===== src/hw/rtl/ntsd_pkg.sv =====
// shared constants, types and segment code functions for the segment row driver
package ntsd_pkg;

    // row geometry
    localparam int DIGITS    = 8;
    localparam int POS_W     = 3;
    localparam int SEG_W     = 7;
    localparam int VALUE_W   = 32;
    localparam int NIB_W     = 4;
    localparam int BCD_CELLS = 8;
    localparam int SHIFT_CNT_W = 5;
    localparam int LEN_W     = 4;

    // decimal range limit
    localparam logic [VALUE_W-1:0] DEC_LIMIT = 32'd99999999;

    // configuration register indexes
    localparam int ADDR_W = 4;
    localparam int DATA_W = 32;
    localparam logic [1:0] REG_START_POS = 2'd0;
    localparam logic [1:0] REG_FIELD_LEN = 2'd1;
    localparam logic [1:0] REG_FILL_MODE = 2'd2;
    localparam logic [1:0] REG_RADIX_HEX = 2'd3;

    // raw character bytes: digits 0-9 then a-f
    localparam logic [7:0] CHAR_CODES [16] = '{
        8'hf5, 8'h60, 8'hd3, 8'hf2, 8'h66, 8'hb6, 8'hb7, 8'he0,
        8'hf7, 8'hf6, 8'he7, 8'h37, 8'h95, 8'h73, 8'h97, 8'h87
    };
    localparam logic [7:0] CHAR_MINUS = 8'h02;
    localparam logic [7:0] CHAR_BLANK = 8'h00;

    // control of one conversion cell
    typedef struct packed {
        logic load;
        logic shift;
    } cell_ctrl_t;

    // fold a raw code byte into the seven segment lines, dropping bit 3
    function automatic logic [SEG_W-1:0] pack_code(input logic [7:0] b);
        return {b[7:4], b[2:0]};
    endfunction

    // segment pattern of one nibble
    function automatic logic [SEG_W-1:0] nibble_seg(input logic [NIB_W-1:0] d);
        return pack_code(CHAR_CODES[d]);
    endfunction

endpackage


===== src/hw/rtl/ntsd_in_if.sv =====
// input request channel carrying the value to show
interface ntsd_in_if;
    import ntsd_pkg::*;

    logic                       valid;
    logic                       ready;
    logic signed [VALUE_W-1:0]  value;

    modport source (output valid, output value, input ready);
    modport sink   (input valid, input value, output ready);
endinterface


===== src/hw/rtl/ntsd_out_if.sv =====
// output request channel carrying one segment position per request
interface ntsd_out_if;
    import ntsd_pkg::*;

    logic               valid;
    logic               ready;
    logic [POS_W-1:0]   position;
    logic [SEG_W-1:0]   segments;
    logic               overflow;
    logic               last_result;

    modport source (output valid, output position, output segments,
                    output overflow, output last_result, input ready);
    modport sink   (input valid, input position, input segments,
                    input overflow, input last_result, output ready);
endinterface


===== src/hw/rtl/number_to_segment_display.sv =====
// top level: number to eight-position segment row driver
//
// Usage: configure through the APB port while idle (start_pos at 0x0, field_len
// at 0x4, fill_mode at 0x8, radix_hex at 0xc; pready is always high). Each
// request on data_in carries one value. The block redraws its stored row and
// then sends eight requests on data_out, positions 0 to 7 in order, the last
// one flagged by last_result; overflow is repeated on all eight.
// Sequence: decimal values are accepted, shifted serially through the row of
// BCD cells, written into the row image, then sent as eight output
// requests. Hex values skip the chain shift and load their nibbles into the
// cells directly. One value is handled at a time; data_in.ready is high only
// between values.
// Stalls: a low data_out.ready holds the current position until taken.
// Reset: the row clears to all segments off, registers return to start_pos 0,
// field_len 8, fill_mode 1, radix_hex 0, data_out goes quiet and data_in.ready is high.
module number_to_segment_display (
    input  logic                            clk,
    input  logic                            rst_n,
    input  logic                            psel,
    input  logic                            penable,
    input  logic                            pwrite,
    input  logic [ntsd_pkg::ADDR_W-1:0]     paddr,
    input  logic [ntsd_pkg::DATA_W-1:0]     pwdata,
    output logic [ntsd_pkg::DATA_W-1:0]     prdata,
    output logic                            pready,
    ntsd_in_if.sink                         data_in,
    ntsd_out_if.source                      data_out
);
    import ntsd_pkg::*;

    typedef enum logic [1:0] {
        ST_IDLE,
        ST_CONVERT,
        ST_WRITE,
        ST_EMIT
    } state_t;

    // configuration registers
    logic [POS_W-1:0]   start_pos_reg;
    logic [LEN_W-1:0]   field_len_reg;
    logic               fill_mode_reg;
    logic               radix_hex_reg;

    // control and datapath registers
    state_t                 state_reg;
    logic [SHIFT_CNT_W-1:0] cnt_reg;
    logic [VALUE_W-1:0]     mag_reg;
    logic                   ovf_reg;
    logic                   neg_reg;
    logic                   hex_reg;
    logic [SEG_W-1:0]       image_reg [DIGITS];

    // output registers
    logic                   out_valid_reg;
    logic [POS_W-1:0]       position_reg;
    logic [SEG_W-1:0]       segments_reg;
    logic                   overflow_reg;
    logic                   last_reg;

    logic                   in_accept;
    logic                   cfg_write;
    logic [1:0]             reg_index;
    logic [VALUE_W-1:0]     raw;
    logic [VALUE_W-1:0]     mag;
    cell_ctrl_t             cell_ctrl;
    logic [NIB_W-1:0]       digits [BCD_CELLS];
    logic [BCD_CELLS-1:0]   carries;
    logic [LEN_W-1:0]       len;
    logic [LEN_W-1:0]       nd;
    logic [LEN_W-1:0]       ndig;
    logic [POS_W-1:0]       anchor;
    logic [SEG_W-1:0]       img_next [DIGITS];
    logic [POS_W-1:0]       pos_inc;

    // apb decode
    assign pready    = 1'b1;
    assign reg_index = paddr[3:2];
    assign cfg_write = psel && penable && pwrite;

    always_comb
    begin
        case (reg_index)
            REG_START_POS: prdata = DATA_W'(start_pos_reg);
            REG_FIELD_LEN: prdata = DATA_W'(field_len_reg);
            REG_FILL_MODE: prdata = DATA_W'(fill_mode_reg);
            REG_RADIX_HEX: prdata = DATA_W'(radix_hex_reg);
            default:       prdata = '0;
        endcase
    end

    always_ff @(posedge clk or negedge rst_n)
    begin
        if (!rst_n)
        begin
            start_pos_reg <= '0;
            field_len_reg <= LEN_W'(8);
            fill_mode_reg <= 1'b1;
            radix_hex_reg <= 1'b0;
        end
        else if (cfg_write)
        begin
            case (reg_index)
                REG_START_POS: start_pos_reg <= pwdata[POS_W-1:0];
                REG_FIELD_LEN: field_len_reg <= pwdata[LEN_W-1:0];
                REG_FILL_MODE: fill_mode_reg <= pwdata[0];
                REG_RADIX_HEX: radix_hex_reg <= pwdata[0];
                default:       start_pos_reg <= start_pos_reg;
            endcase
        end
    end

    // input side: magnitude of the request value
    assign data_in.ready = (state_reg == ST_IDLE);
    assign in_accept     = data_in.valid && data_in.ready;
    assign raw           = VALUE_W'(data_in.value);
    assign mag           = raw[VALUE_W-1] ? (VALUE_W'(0) - raw) : raw;

    assign cell_ctrl.load  = in_accept;
    assign cell_ctrl.shift = (state_reg == ST_CONVERT);

    // chain of conversion cells, lowest digit fed from the magnitude msb
    for (genvar i = 0; i < BCD_CELLS; i++)
    begin : g_cell
        ntsd_bcd_cell u_cell (
            .clk        (clk),
            .ctrl       (cell_ctrl),
            .load_digit (radix_hex_reg ? raw[NIB_W*i +: NIB_W] : NIB_W'(0)),
            .shift_in   ((i == 0) ? mag_reg[VALUE_W-1] : carries[(i == 0) ? 0 : i-1]),
            .digit      (digits[i]),
            .carry_out  (carries[i])
        );
    end

    // digit count and field geometry
    always_comb
    begin
        len    = (field_len_reg > LEN_W'(8)) ? LEN_W'(8) : field_len_reg;
        anchor = POS_W'(DIGITS - 1) - start_pos_reg;
        nd     = LEN_W'(1);
        for (int i = 1; i < BCD_CELLS; i++)
        begin
            if (digits[i] != '0)
            begin
                nd = LEN_W'(i + 1);
            end
        end
        ndig = (hex_reg || fill_mode_reg) ? nd : len;
    end

    // new row image: blank the field, then draw digits and decimal sign unless overflow
    always_comb
    begin
        for (int p = 0; p < DIGITS; p++)
        begin
            logic [POS_W-1:0] k;
            logic [LEN_W-1:0] kw;
            k  = anchor - POS_W'(p);
            kw = LEN_W'(k);
            img_next[p] = image_reg[p];
            if (POS_W'(p) <= anchor)
            begin
                if (kw < len)
                begin
                    img_next[p] = pack_code(CHAR_BLANK);
                end
                if (hex_reg)
                begin
                    if (kw < nd)
                    begin
                        img_next[p] = nibble_seg(digits[k]);
                    end
                end
                else if (!ovf_reg)
                begin
                    if (kw < ndig)
                    begin
                        img_next[p] = nibble_seg(digits[k]);
                    end
                    else if (kw == ndig)
                    begin
                        img_next[p] = neg_reg ? pack_code(CHAR_MINUS)
                                              : pack_code(CHAR_BLANK);
                    end
                end
            end
        end
    end

    assign pos_inc = position_reg + POS_W'(1);

    // sequencer, row image and output registers
    always_ff @(posedge clk or negedge rst_n)
    begin
        if (!rst_n)
        begin
            state_reg     <= ST_IDLE;
            cnt_reg       <= '0;
            mag_reg       <= '0;
            ovf_reg       <= 1'b0;
            neg_reg       <= 1'b0;
            hex_reg       <= 1'b0;
            for (int p = 0; p < DIGITS; p++)
            begin
                image_reg[p] <= '0;
            end
            out_valid_reg <= 1'b0;
            position_reg  <= '0;
            segments_reg  <= '0;
            overflow_reg  <= 1'b0;
            last_reg      <= 1'b0;
        end
        else
        begin
            case (state_reg)
                ST_IDLE:
                begin
                    if (in_accept)
                    begin
                        mag_reg <= mag;
                        neg_reg <= raw[VALUE_W-1];
                        hex_reg <= radix_hex_reg;
                        ovf_reg <= !radix_hex_reg && (mag > DEC_LIMIT);
                        cnt_reg <= '0;
                        state_reg <= radix_hex_reg ? ST_WRITE : ST_CONVERT;
                    end
                end
                ST_CONVERT:
                begin
                    mag_reg <= {mag_reg[VALUE_W-2:0], 1'b0};
                    cnt_reg <= cnt_reg + SHIFT_CNT_W'(1);
                    if (cnt_reg == SHIFT_CNT_W'(VALUE_W - 1))
                    begin
                        state_reg <= ST_WRITE;
                    end
                end
                ST_WRITE:
                begin
                    for (int p = 0; p < DIGITS; p++)
                    begin
                        image_reg[p] <= img_next[p];
                    end
                    out_valid_reg <= 1'b1;
                    position_reg  <= '0;
                    segments_reg  <= img_next[0];
                    overflow_reg  <= ovf_reg;
                    last_reg      <= 1'b0;
                    state_reg     <= ST_EMIT;
                end
                ST_EMIT:
                begin
                    if (data_out.ready)
                    begin
                        if (position_reg == POS_W'(DIGITS - 1))
                        begin
                            out_valid_reg <= 1'b0;
                            last_reg      <= 1'b0;
                            state_reg     <= ST_IDLE;
                        end
                        else
                        begin
                            position_reg <= pos_inc;
                            segments_reg <= image_reg[pos_inc];
                            last_reg     <= (pos_inc == POS_W'(DIGITS - 1));
                        end
                    end
                end
                default:
                begin
                    state_reg <= ST_IDLE;
                end
            endcase
        end
    end

    assign data_out.valid       = out_valid_reg;
    assign data_out.position    = position_reg;
    assign data_out.segments    = segments_reg;
    assign data_out.overflow    = overflow_reg;
    assign data_out.last_result = last_reg;
endmodule


===== src/hw/rtl/ntsd_bcd_cell.sv =====
// one decimal digit cell of the shift-and-add-3 conversion chain
module ntsd_bcd_cell (
    input  logic                        clk,
    input  ntsd_pkg::cell_ctrl_t        ctrl,
    input  logic [ntsd_pkg::NIB_W-1:0]  load_digit,
    input  logic                        shift_in,
    output logic [ntsd_pkg::NIB_W-1:0]  digit,
    output logic                        carry_out
);
    import ntsd_pkg::*;

    logic [NIB_W-1:0] digit_reg;
    logic [NIB_W-1:0] adj;

    // add 3 when the digit would pass 9 after doubling
    always_comb
    begin
        adj = (digit_reg >= NIB_W'(5)) ? digit_reg + NIB_W'(3) : digit_reg;
    end

    assign carry_out = adj[NIB_W-1];
    assign digit     = digit_reg;

    // load or shift one bit in from the lower neighbor
    always_ff @(posedge clk)
    begin
        if (ctrl.load)
        begin
            digit_reg <= load_digit;
        end
        else if (ctrl.shift)
        begin
            digit_reg <= {adj[NIB_W-2:0], shift_in};
        end
    end
endmodule

===== src/flat_wrapper.sv =====
// flat-port wrapper written by rule: the top's interface ports become plain ports
module number_to_segment_display_flat import ntsd_pkg::*;
  (clk, rst_n, psel, penable, pwrite, paddr, pwdata, prdata, pready, data_in_valid, data_in_value, data_in_ready, data_out_valid, data_out_position, data_out_segments, data_out_overflow, data_out_last_result, data_out_ready);
  ntsd_in_if data_in_i ();
  ntsd_out_if data_out_i ();
  input  logic clk;
  input  logic rst_n;
  input  logic psel;
  input  logic penable;
  input  logic pwrite;
  input  logic [ntsd_pkg::ADDR_W-1:0] paddr;
  input  logic [ntsd_pkg::DATA_W-1:0] pwdata;
  output logic [ntsd_pkg::DATA_W-1:0] prdata;
  output logic pready;
  input wire logic [$bits(data_in_i.valid)-1:0] data_in_valid;
  input wire logic [$bits(data_in_i.value)-1:0] data_in_value;
  output wire logic [$bits(data_in_i.ready)-1:0] data_in_ready;
  output wire logic [$bits(data_out_i.valid)-1:0] data_out_valid;
  output wire logic [$bits(data_out_i.position)-1:0] data_out_position;
  output wire logic [$bits(data_out_i.segments)-1:0] data_out_segments;
  output wire logic [$bits(data_out_i.overflow)-1:0] data_out_overflow;
  output wire logic [$bits(data_out_i.last_result)-1:0] data_out_last_result;
  input wire logic [$bits(data_out_i.ready)-1:0] data_out_ready;
  assign data_in_i.valid = data_in_valid;
  assign data_in_i.value = data_in_value;
  assign data_in_ready = data_in_i.ready;
  assign data_out_valid = data_out_i.valid;
  assign data_out_position = data_out_i.position;
  assign data_out_segments = data_out_i.segments;
  assign data_out_overflow = data_out_i.overflow;
  assign data_out_last_result = data_out_i.last_result;
  assign data_out_i.ready = data_out_ready;
  number_to_segment_display u_core (.clk(clk), .rst_n(rst_n), .psel(psel), .penable(penable), .pwrite(pwrite), .paddr(paddr), .pwdata(pwdata), .prdata(prdata), .pready(pready), .data_in(data_in_i), .data_out(data_out_i));
endmodule

===== config.mk =====
export PLATFORM = sky130hd
export DESIGN_NAME = number_to_segment_display_flat
export DESIGN_NICKNAME = d
export VERILOG_FILES = /design/src/hw/rtl/ntsd_pkg.sv /design/src/hw/rtl/ntsd_in_if.sv /design/src/hw/rtl/ntsd_out_if.sv /design/src/hw/rtl/number_to_segment_display.sv /design/src/hw/rtl/ntsd_bcd_cell.sv /design/src/flat_wrapper.sv
export SDC_FILE = /design/constraint.sdc
export NUM_CORES = 1
export LEC_CHECK = 0
export ABC_AREA = 1
export BUFFER_PORTS_ARGS = -buffer_cell sky130_fd_sc_hd__buf_2
export CAP_MARGIN = 5
export CORE_ASPECT_RATIO = 0.9
export CORE_UTILIZATION = 35
export DETAILED_ROUTE_END_ITERATION = 6
export GPL_TIMING_DRIVEN = 0
export HOLD_SLACK_MARGIN = 0.15
export PLACE_DENSITY = 0.49
export SETUP_SLACK_MARGIN = 0.15
export SLEW_MARGIN = 0
export SYNTH_ARGS = -nofsm -noshare
export SYNTH_HDL_FRONTEND = slang
export SYNTH_HIERARCHICAL = 1
export SYNTH_SLANG_ARGS = --single-unit

===== constraint.sdc =====
create_clock -name clk -period 5.45 [get_ports clk]
set_input_delay 0.2725 -clock clk [delete_from_list [all_inputs] [get_ports clk]]
set_output_delay 0.2725 -clock clk [all_outputs]
set_load 0.01 [all_outputs]

==> flow_summary_export.csv, run 1 <==
group,metric,value,unit
outcome,status,"finished with violations",
outcome,violations,"design-rule violations",
global_route,grt_max_degree,62,
cts,htreeDepth,4,
pwr,power_density,657,mW/mm²
die,dieWidth,225,µm
cts,clockBufferDepth,2,
critical_path,critPathKind,"reg2reg",
critical_path,critPathCaptureType,"flip-flop",
cts,path_clk_slew,0.07,ns
timing,finalSetupTns,0,ns
cells_and_area,design_area,0.0175,mm²
global_route,grt.busiest_layer,"met2",
cells_and_area,fillers,4823,
min_path,worstHoldEndpoint,"u_core/radix_hex_reg",
cells_and_area,drive_above_1_share,9.05,%
critical_path,r2r_slack,0.95,ns
global_route,gr-usage-met1,32.9,%
die,io_pins,122,
cells_and_area,areaGrowthSynthToFinish,12.1,%
synth,yosysWarningCount,6,
placed_design,pre_cts_slack,0.971,ns
placed_design,place_area,0.0168,mm²
detailed_routing,drc,4,
cts,postCtsSetupRepairBufs,0,
cts,cts_root_buf,"clkbuf_16",
detailed_routing,ant_nets,0,
global_route,grt_pass1_vias,15430,
timing,fmax,222,MHz
run,cap_violations,0,
critical_path,start_kind,"flip-flop",
cts,cts_buffers,17,
critical_path,slowest_stage,"o21ai_0",
global_route,overflow,0,
timing,fin_crit,4.50,ns
die,die_y,202,µm
timing,rsz0062_at_grt,"false",
pwr,p_leak,8.93,nW
cells_and_area,mostFrequentLayoutCells,"738 x nand2_1, 305 x inv_1, 204 x nand3_1",
global_route,grt.met3_usage,3.02,%
global_route,grt_pass1_wl,86300,µm
die,rows,73,
placed_design,portBuffers,61,
critical_path,crit_fanout,15,
pwr,ir_worst_vdd,0.283,mV
timing,maxSlewHeadroom,17.4,%
min_path,whs_path_depth,3,
detailed_routing,wl,55100,µm
timing,min_period_over_period,82.6,%
critical_path,max_stage_delay,0.94,ns
critical_path,reg2regPathDepth,18,
synth,syn_avg_cell_area,6.36,µm²
cells_and_area,multi_input_area,0.00998,mm²
synth,syn_inst,2456,
synth,synth.cell_area,0.0156,mm²
timing,finalMaxSlewViolations,0,
global_route,grt_util_met2,41.4,%
detailed_routing,wl_per_cell,17.3,µm
detailed_routing,vias,16184,
timing,report.final.setup_viol,0,
cts,worstSkewPairLatency,0.46,ns
min_path,hp-class,"in2reg",
global_route,antenna_found_initial,5,
critical_path,timing.rr.end,"u_core/image_reg[43]",
critical_path,cp_top_family,"buffers and inverters",
critical_path,crit_buf_inv,7,
placed_design,gp_congestion,0.953,
critical_path,crit-reg2reg-launch,"u_core/start_pos_reg[1]",
timing,tightest_slew,1.23,ns
critical_path,cp_cell_sequence,"inv_1 > buf_2 > ha_1 > buf_4 > clkbuf_1 > nand2_1 > o21ai_0 > inv_1 > o21ai_0 > inv_1 > ha_1 > inv_1 > nand2_1 > o211ai_1 > o21ai_0 > nand2_1 > nand3b_1 > nand2_1",
timing,worst_slack,0.949,ns
detailed_routing,vias_per_cell,5.07,
min_path,min-delay-start,"pwdata[0]",
critical_path,critPathRequiredTime,5.85,ns
detailed_routing,first_iter_violations,1172,
cts,cts_sinks,152,
detailed_routing,drt-pass1-iter-count,7,
die,design.die.area,0.0455,mm²
die,start_util,35.4,%
cells_and_area,final-seq-area,0.00397,mm²
critical_path,critPathArrivalTime,4.91,ns
die,coreArea,0.0441,mm²
cells_and_area,largest_register_ffs,56,
timing,hold_violations,0,
global_route,groute.usage.overall,24.6,%
timing,skew,0.0150,ns
placed_design,hpwl,44400,µm
cells_and_area,fin_nets,2780,
cells_and_area,final_common_cell,"nand2_1",
cts,cts_tree,"done",
[power breakdown]
part / internal [mW] / switching [mW]
registers: 1.83 / 0.577
logic: 2.53 / 5.33
clock network: 0.684 / 0.560
total: 5.04 / 6.46
[metrics by stage]
step / util (%) / hold slack [ns] / cells / power (mW)
floorplan: - / -0.0231 / 2483 / 7.81
global placement: 38.0 / 0.460 / 3144 / 10.1
detailed placement: 38.1 / 0.284 / 3145 / 10.2
CTS: 39.6 / 0.158 / 3185 / 11.5
global route: 39.7 / 0.187 / 3189 / 12.7
finish: 39.7 / 0.183 / 3190 / 11.5
[layout make-up]
| cell class | instances | area share [%] |
|---|---|---|
| diodes | 4 | 0.0571 |
| plain buffers | 98 | 3.18 |
| clock buffers | 17 | 2.43 |
| clock inverters | 15 | 0.929 |
| inverters | 327 | 7.02 |
| multi-input cells | 1906 | 57.0 |
| flip-flops and latches | 152 | 22.6 |
| well taps | 600 | 4.29 |
| repair buffers | 71 | 2.51 |
[what timing repair did]
| item | 4_1_cts | 5_1_grt |
|---|---|---|
| endpoints found under the hold margin | 64 | 0 |
| gates resized for setup | 0 | 0 |
| setup endpoints to repair | 0 | 0 |
| hold buffers | 8 | 0 |
[worst max-delay path by stage]
stage | from | to | slack, ns | cells past startpoint
5_1_grt | u_core/start_pos_reg[1] | u_core/image_reg[43] | 0.53 | 18
2_1_floorplan | u_core/start_pos_reg[2] | u_core/image_reg[40] | 2.12 | 17
4_1_cts | u_core/start_pos_reg[1] | u_core/image_reg[43] | 0.95 | 18
6_report | u_core/start_pos_reg[1] | u_core/image_reg[43] | 0.95 | 18
3_3_place_gp | u_core/start_pos_reg[1] | u_core/image_reg[48] | 1.05 | 16
3_5_place_dp | u_core/start_pos_reg[1] | u_core/image_reg[43] | 0.97 | 18
[worst register-to-register path, cell delays in order, from the launching register on]
cell and delay (ns):
dfrtp_1 0.68, inv_1 0.19, buf_2 0.28, ha_1 0.42
buf_4 0.19, clkbuf_1 0.31, nand2_1 0.08, o21ai_0 0.09
inv_1 0.07, o21ai_0 0.94, inv_1 0.25, ha_1 0.28
inv_1 0.06, nand2_1 0.11, o211ai_1 0.13, o21ai_0 0.14
nand2_1 0.09, nand3b_1 0.07, nand2_1 0.06
[metal layers]
layer,part of all wire [%],up-vias,routed length (µm)
li1,-,8221,-
met1,47,7602,25800
met2,47,307,26000
met3,3.9,52,2130
met4,2.2,2,1190
met5,0.015,-,8
Note: power is estimated with default switching activity, not from simulation.
==> inputs of run 2 (changes only) <==
- PLACE_DENSITY: 0.49 -> 0.51
- clock period: 5.45 -> 3.8 ns (I/O delays scaled with it)
==> flow_summary_export.csv, run 2 (synthesis results as in run 1) <==
group,metric,value,unit
critical_path,crit-reg2reg-launch,"u_core/start_pos_reg[0]",
timing,skew,0.0146,ns
critical_path,crit_fanout,12,
critical_path,reg2regPathDepth,20,
cells_and_area,largest_register_ffs,56,
critical_path,critPathCaptureType,"flip-flop",
global_route,grt_pass1_vias,15622,
detailed_routing,drt-pass1-iter-count,5,
die,dieWidth,225,µm
min_path,worstHoldEndpoint,"u_core/g_cell[7].u_cell/digit[0]",
critical_path,crit_start,"u_core/start_pos_reg[0]",
critical_path,timing.rr.end,"u_core/image_reg[34]",
cells_and_area,mostFrequentLayoutCells,"737 x nand2_1, 304 x inv_1, 204 x nand3_1",
critical_path,r2r_slack,0.34,ns
min_path,hp-class,"in2reg",
timing,tightest_slew,0.921,ns
critical_path,crit_path_frequent_cell,"nand2_1",
die,design.die.area,0.0455,mm²
global_route,grt_pass1_wl,87200,µm
timing,fin_crit,3.46,ns
timing,finalSetupTns,0,ns
pwr,p_leak,9.09,nW
die,io_pins,122,
cts,clockBufferDepth,2,
detailed_routing,first_iter_violations,1232,
timing,finalMaxSlewViolations,0,
cts,cts_sinks,152,
pwr,ir_worst_vdd,0.410,mV
pwr,power_frac_comb,68.3,%
critical_path,cp_cell_sequence,"inv_1 > buf_4 > buf_6 > ha_1 > buf_4 > inv_1 > buf_6 > nand2_1 > o21ai_1 > nand2_1 > o21ai_2 > inv_2 > ha_1 > a21oi_1 > o21ai_0 > nand2_1 > nand2_1 > o21ai_1 > a21oi_1 > a21oi_1",
timing,rsz0062_at_grt,"true",
detailed_routing,wl_per_cell,17.3,µm
cells_and_area,final_common_cell,"nand2_1",
pwr,swShare,55.4,%
cells_and_area,fillers,4815,
cells_and_area,drive_above_1_share,10.3,%
min_path,whs_path_depth,5,
cts,cts_tree,"done",
detailed_routing,drc,0,
die,coreArea,0.0441,mm²
detailed_routing,wl,55600,µm
min_path,min-delay-start,"data_in_value[28]",
pwr,power_switching,9.32,mW
detailed_routing,vias,16550,
placed_design,gp_congestion,0.957,
detailed_routing,vias_per_cell,5.15,
critical_path,critPathKind,"reg2reg",
pwr,finalPower,16.8,mW
cts,worstSkewPairLatency,0.47,ns
global_route,overflow,0,
cells_and_area,areaGrowthSynthToFinish,14.5,%
global_route,antenna_found_initial,1,
cts,cts_root_buf,"clkbuf_16",
timing,report.final.setup_viol,0,
cts,cts_buffers,17,
timing,hold_violations,0,
pwr,clock_power_share,11.2,%
critical_path,critPathArrivalTime,3.85,ns
timing,min_period_over_period,91.1,%
critical_path,slowest_stage,"dfrtp_2",
global_route,grt_max_degree,67,
timing,fmax,289,MHz
die,rows,73,
outcome,status,"finished, final reports clean",
critical_path,max_stage_delay,0.42,ns
critical_path,critPathRequiredTime,4.19,ns
pwr,p_int,7.49,mW
die,die_y,202,µm
detailed_routing,ant_nets,0,
critical_path,start_kind,"flip-flop",
cells_and_area,fin_nets,2806,
pwr,power_density,940,mW/mm²
timing,whs,0.183,ns
timing,maxSlewHeadroom,38.3,%
global_route,groute.usage.overall,24.8,%
placed_design,portBuffers,61,
cts,path_clk_slew,0.07,ns
pwr,p_seq_share,20.5,%
run,cap_violations,0,
cts,htreeDepth,4,
placed_design,hpwl,44700,µm
die,start_util,35.4,%
==> run 2: metal layers <==
| layer | GRT usage, % | share of wire (%) | up-vias |
|---|---|---|---|
| li1 | - | - | 8276 |
| met1 | 33.3 | 46 | 7782 |
| met2 | 40.6 | 46 | 423 |
| met3 | 3.13 | 4.1 | 69 |
| met4 | 9.40 | 3.2 | 0 |
| met5 | 0 | 0 | - |
==> run 2: worst max-delay path by stage <==
stage / slack (ns) / depth (start not counted) / endpoint
floorplan: 0.47 / 17 / u_core/image_reg[40]
global placement: -0.67 / 18 / u_core/image_reg[43]
detailed placement: -0.65 / 18 / u_core/image_reg[43]
CTS: 0.17 / 16 / u_core/image_reg[34]
global route: 0.07 / 20 / u_core/image_reg[34]
finish: 0.34 / 20 / u_core/image_reg[34]
==> run 2: metrics by stage <==
step	area, µm²	std cells	setup WS, ns	util, %
floorplan	15700	2483	0.471	-
global placement	16800	3144	-0.668	38.0
detailed placement	16800	3145	-0.652	38.1
CTS	17700	3198	0.165	40.1
global route	17900	3213	0.0741	40.5
finish	17900	3213	0.339	40.5
==> run 2: worst max-delay path: cells and delay by family, from the launching register on <==
family                   cells  cell delay [ns]
buffers and inverters        7             1.06
AO/OA/AOI/OAI                7             1.01
adder cells (fa/ha/maj)      2             0.56
flip-flops                   1             0.42
AND/OR/NAND/NOR              4             0.32
==> run 2: layout make-up <==
| class | instances | area, µm² | area share [%] |
|---|---|---|---|
| Timing Repair Buffer | 97 | 672 | 3.76 |
| Clock buffer | 18 | 429 | 2.40 |
| Clock inverter | 14 | 196 | 1.10 |
| Sequential cell | 152 | 3970 | 22.2 |
| Multi-Input combinational cell | 1906 | 10100 | 56.3 |
| Inverter | 327 | 1230 | 6.88 |
| Antenna cell | 1 | 2.50 | 0.0140 |
| Buffer | 98 | 571 | 3.19 |
| Tap cell | 600 | 751 | 4.20 |
==> run 2: power by group through the flow <==
stage | sequential (mW) | combinational, mW | clock (mW)
finish | 3.45 | 11.5 | 1.88
detailed placement | 3.49 | 11.1 | 0
global route | 3.54 | 13.0 | 1.98
floorplan | 3.11 | 8.09 | 0
CTS | 3.46 | 11.2 | 1.92
global placement | 3.48 | 10.9 | 0
==> run 2: timing repair <==
action                     in CTS  in global routing
hold endpoints to repair       86                  0
setup endpoints to repair      52                 63
resized for setup              17                 21
hold buffers                   20                  0
pin swaps                       0                  3
buffers inserted                1                 13
==> inputs of run 3 (changes only) <==
- PLACE_DENSITY: 0.51 -> 0.49
- SYNTH_HIERARCHICAL: 1 -> default
- clock period: 3.8 -> 4.2 ns (I/O delays scaled with it)
==> flow_summary_export.csv, run 3 <==
group,metric,value,unit
synth,synth_ff_type,"dfrtp_1",
detailed_routing,vias_per_cell,5.29,
timing,hold_violations,0,
timing,finalSetupTns,0,ns
synth,synth-compound-area-share,20.9,%
synth,syn_avg_cell_area,6.28,µm²
die,dieWidth,227,µm
pwr,swShare,57.5,%
outcome,violations,"design-rule violations",
synth,synth_top_family_by_area,"simple AND/OR/NAND/NOR gates",
global_route,antenna_found_initial,2,
die,rows,73,
pwr,p_seq_share,19.4,%
synth,synth_area_leaders,"dfrtp_1 19%, nand2_1 15%, ha_1 10%, o21ai_0 8.4%, inv_1 7.3%",
synth,synth.most_common_cell,"nand2_1",
synth,muxShareOfSynthArea,0.314,%
placed_design,portBuffers,62,
synth,synth.cell_area,0.0160,mm²
critical_path,critPathRequiredTime,4.62,ns
timing,fmax,258,MHz
pwr,clock_power_share,10.9,%
die,start_util,35.8,%
min_path,min-delay-start,"data_in_value[23]",
synth,ys_types,56,
placed_design,hpwl,49700,µm
timing,min_period_over_period,92.3,%
placed_design,gp_congestion,0.975,
global_route,groute.usage.overall,27.9,%
critical_path,critPathKind,"reg2reg",
global_route,overflow,0,
cts,cts_root_buf,"clkbuf_16",
pwr,power_frac_comb,69.7,%
critical_path,crit-reg2reg-launch,"u_core.start_pos_reg[1]",
pwr,ir_worst_vdd,0.455,mV
pwr,power_switching,8.67,mW
synth,yosysWarningCount,0,
critical_path,timing.rr.end,"u_core.image_reg[33]",
synth,synth_edf_count,32,
run,cap_violations,0,
cts,htreeDepth,4,
detailed_routing,wl_per_cell,19.2,µm
detailed_routing,first_iter_violations,1982,
detailed_routing,wl,63200,µm
timing,fin_crit,3.88,ns
die,die_y,205,µm
cells_and_area,areaGrowthSynthToFinish,13.0,%
critical_path,critPathArrivalTime,4.30,ns
pwr,finalPower,15.1,mW
detailed_routing,drc,1,
timing,tightest_slew,0.950,ns
cts,worstSkewPairLatency,0.51,ns
outcome,status,"finished with violations",
die,coreArea,0.0446,mm²
min_path,whs_path_depth,3,
timing,whs,0.184,ns
cells_and_area,fin_nets,2875,
synth,ys_async_sr_fraction,78.9,%
global_route,grt_max_degree,67,
synth,synth-simple-area-share,30.2,%
critical_path,start_kind,"flip-flop",
min_path,worstHoldEndpoint,"u_core.g_cell[5].u_cell.digit[3]",
die,io_pins,122,
cells_and_area,drive_above_1_share,7.56,%
cells_and_area,mostFrequentLayoutCells,"641 x nand2_1, 309 x inv_1, 268 x o21ai_0",
synth,syn_inst,2540,
detailed_routing,vias,17390,
cts,cts_buffers,17,
cells_and_area,largest_register_ffs,56,
global_route,grt_pass1_wl,96600,µm
timing,rsz0062_at_grt,"true",
synth,synth-seq-cells,152,
detailed_routing,drt-pass1-iter-count,7,
pwr,p_int,6.42,mW
cts,clockBufferDepth,2,
cells_and_area,design_area,0.0180,mm²
placed_design,pre_cts_slack,-0.251,ns
timing,report.final.setup_viol,0,
critical_path,r2r_slack,0.32,ns
critical_path,critPathCaptureType,"flip-flop",
timing,worst_slack,0.324,ns
synth,ys_seq_area_share,24.9,%
placed_design,place_area,0.0172,mm²
synth,yosysTopAreaCell,"dfrtp_1",
synth,synth.top_cells.by_count,"642 x nand2_1, 309 x inv_1, 269 x o21ai_0, 232 x nor2_1, 221 x nand3_1",
detailed_routing,ant_nets,0,
timing,skew,0.0143,ns
cts,cts_sinks,152,
cells_and_area,final_common_cell,"nand2_1",
synth,synthAdderAreaFrac,10.1,%
critical_path,crit_fanout,15,
cts,path_clk_slew,0.08,ns
die,design.die.area,0.0464,mm²
pwr,power_density,837,mW/mm²
cts,cts_tree,"done",
min_path,hp-class,"in2reg",
timing,finalMaxSlewViolations,0,
timing,maxSlewHeadroom,36.4,%
synth,synth_top_area_share,18.5,%
critical_path,reg2regPathDepth,16,
global_route,grt_pass1_vias,16333,
synth,synth_xor_area_share,2.04,%
pwr,p_leak,8.91,nW
[run 3: cell types whose count changed in the layout (fill, tap and decap cells not counted), sizes merged, moves of 13 or more]
cell    before  now
buf        136  123
nand2      746  651
o21ai      250  310
clkbuf      57   85
nor2       192  233
xor2        16   35
a21oi      140  190
[run 3: repair_timing]
action	in CTS	in global routing
hold endpoints to repair	93	0
buffers inserted	0	0
hold buffers	22	0
setup endpoints to repair	23	61
gates resized for setup	5	14
[run 3: power by group through the flow]
stage / logic [mW] / registers, mW / clock network [mW]
after global placement: 10.1 / 2.95 / 0
final: 10.5 / 2.93 / 1.64
after global routing: 11.8 / 3.02 / 1.72
after CTS: 10.3 / 2.92 / 1.68
after floorplan: 7.26 / 2.73 / 0
after detailed placement: 10.2 / 2.94 / 0
[run 3: worst max path at each step]
| stage | slack (ns) | to | startpoint |
|---|---|---|---|
| 6_report | 0.32 | u_core.image_reg[33] | u_core.start_pos_reg[1] |
| 5_1_grt | 0.11 | u_core.image_reg[33] | u_core.start_pos_reg[1] |
| 4_1_cts | 0.04 | u_core.image_reg[33] | u_core.start_pos_reg[1] |
| 3_5_place_dp | -0.25 | u_core.image_reg[33] | u_core.start_pos_reg[1] |
| 3_3_place_gp | -0.27 | u_core.image_reg[33] | u_core.start_pos_reg[1] |
| 2_1_floorplan | 0.94 | u_core.image_reg[39] | u_core.start_pos_reg[2] |
[run 3: layout make-up]
| cell class | instances | area (µm²) |
|---|---|---|
| Fill cell | 4894 | 26500 |
| Clock buffer | 17 | 425 |
| Timing Repair Buffer | 85 | 564 |
| Multi-Input combinational cell | 1968 | 10300 |
| Buffer | 128 | 636 |
| Antenna cell | 1 | 2.50 |
| Sequential cell | 152 | 3970 |
| Clock inverter | 15 | 170 |
| Inverter | 319 | 1200 |
| Tap cell | 600 | 751 |
[run 3: cells by family (layout without fill, tap and decap cells)]
group / count (synthesis) / after routing
other: 2 / 30
buffers and inverters: 447 / 564
adder cells (fa/ha/maj): 129 / 129
flip-flops: 152 / 152
multiplexers: 5 / 5
AO/OA/AOI/OAI: 608 / 608
XOR/XNOR: 35 / 35
AND/OR/NAND/NOR: 1162 / 1162
[run 3: metrics by stage]
step | util, % | std cells
after floorplan | - | 2567
after global placement | 38.4 | 3229
after detailed placement | 38.5 | 3230
after CTS | 40.3 | 3284
after global routing | 40.4 | 3285
final | 40.4 | 3285
[run 3: critical path, stage by stage, from the launching register on]
cell	delay (ns)
dfrtp_2	0.50
inv_1	0.10
buf_2	0.34
ha_2	0.44
inv_1	0.16
buf_2	0.29
mux2i_1	0.34
inv_1	0.12
o21ai_2	0.34
inv_1	0.15
ha_1	0.32
nand2_1	0.06
nand3_1	0.08
o21ai_0	0.15
o22ai_1	0.15
nand2_1	0.07
a31oi_1	0.19
[run 3: per-layer routing]
layer / wire length [µm] / global-route usage [%] / part of all wire (%)
met5: 0 / 0 / 0
met4: 1050 / 7.79 / 1.7
met3: 4730 / 4.96 / 7.5
met2: 26500 / 40.7 / 42
met1: 30900 / 41.4 / 49
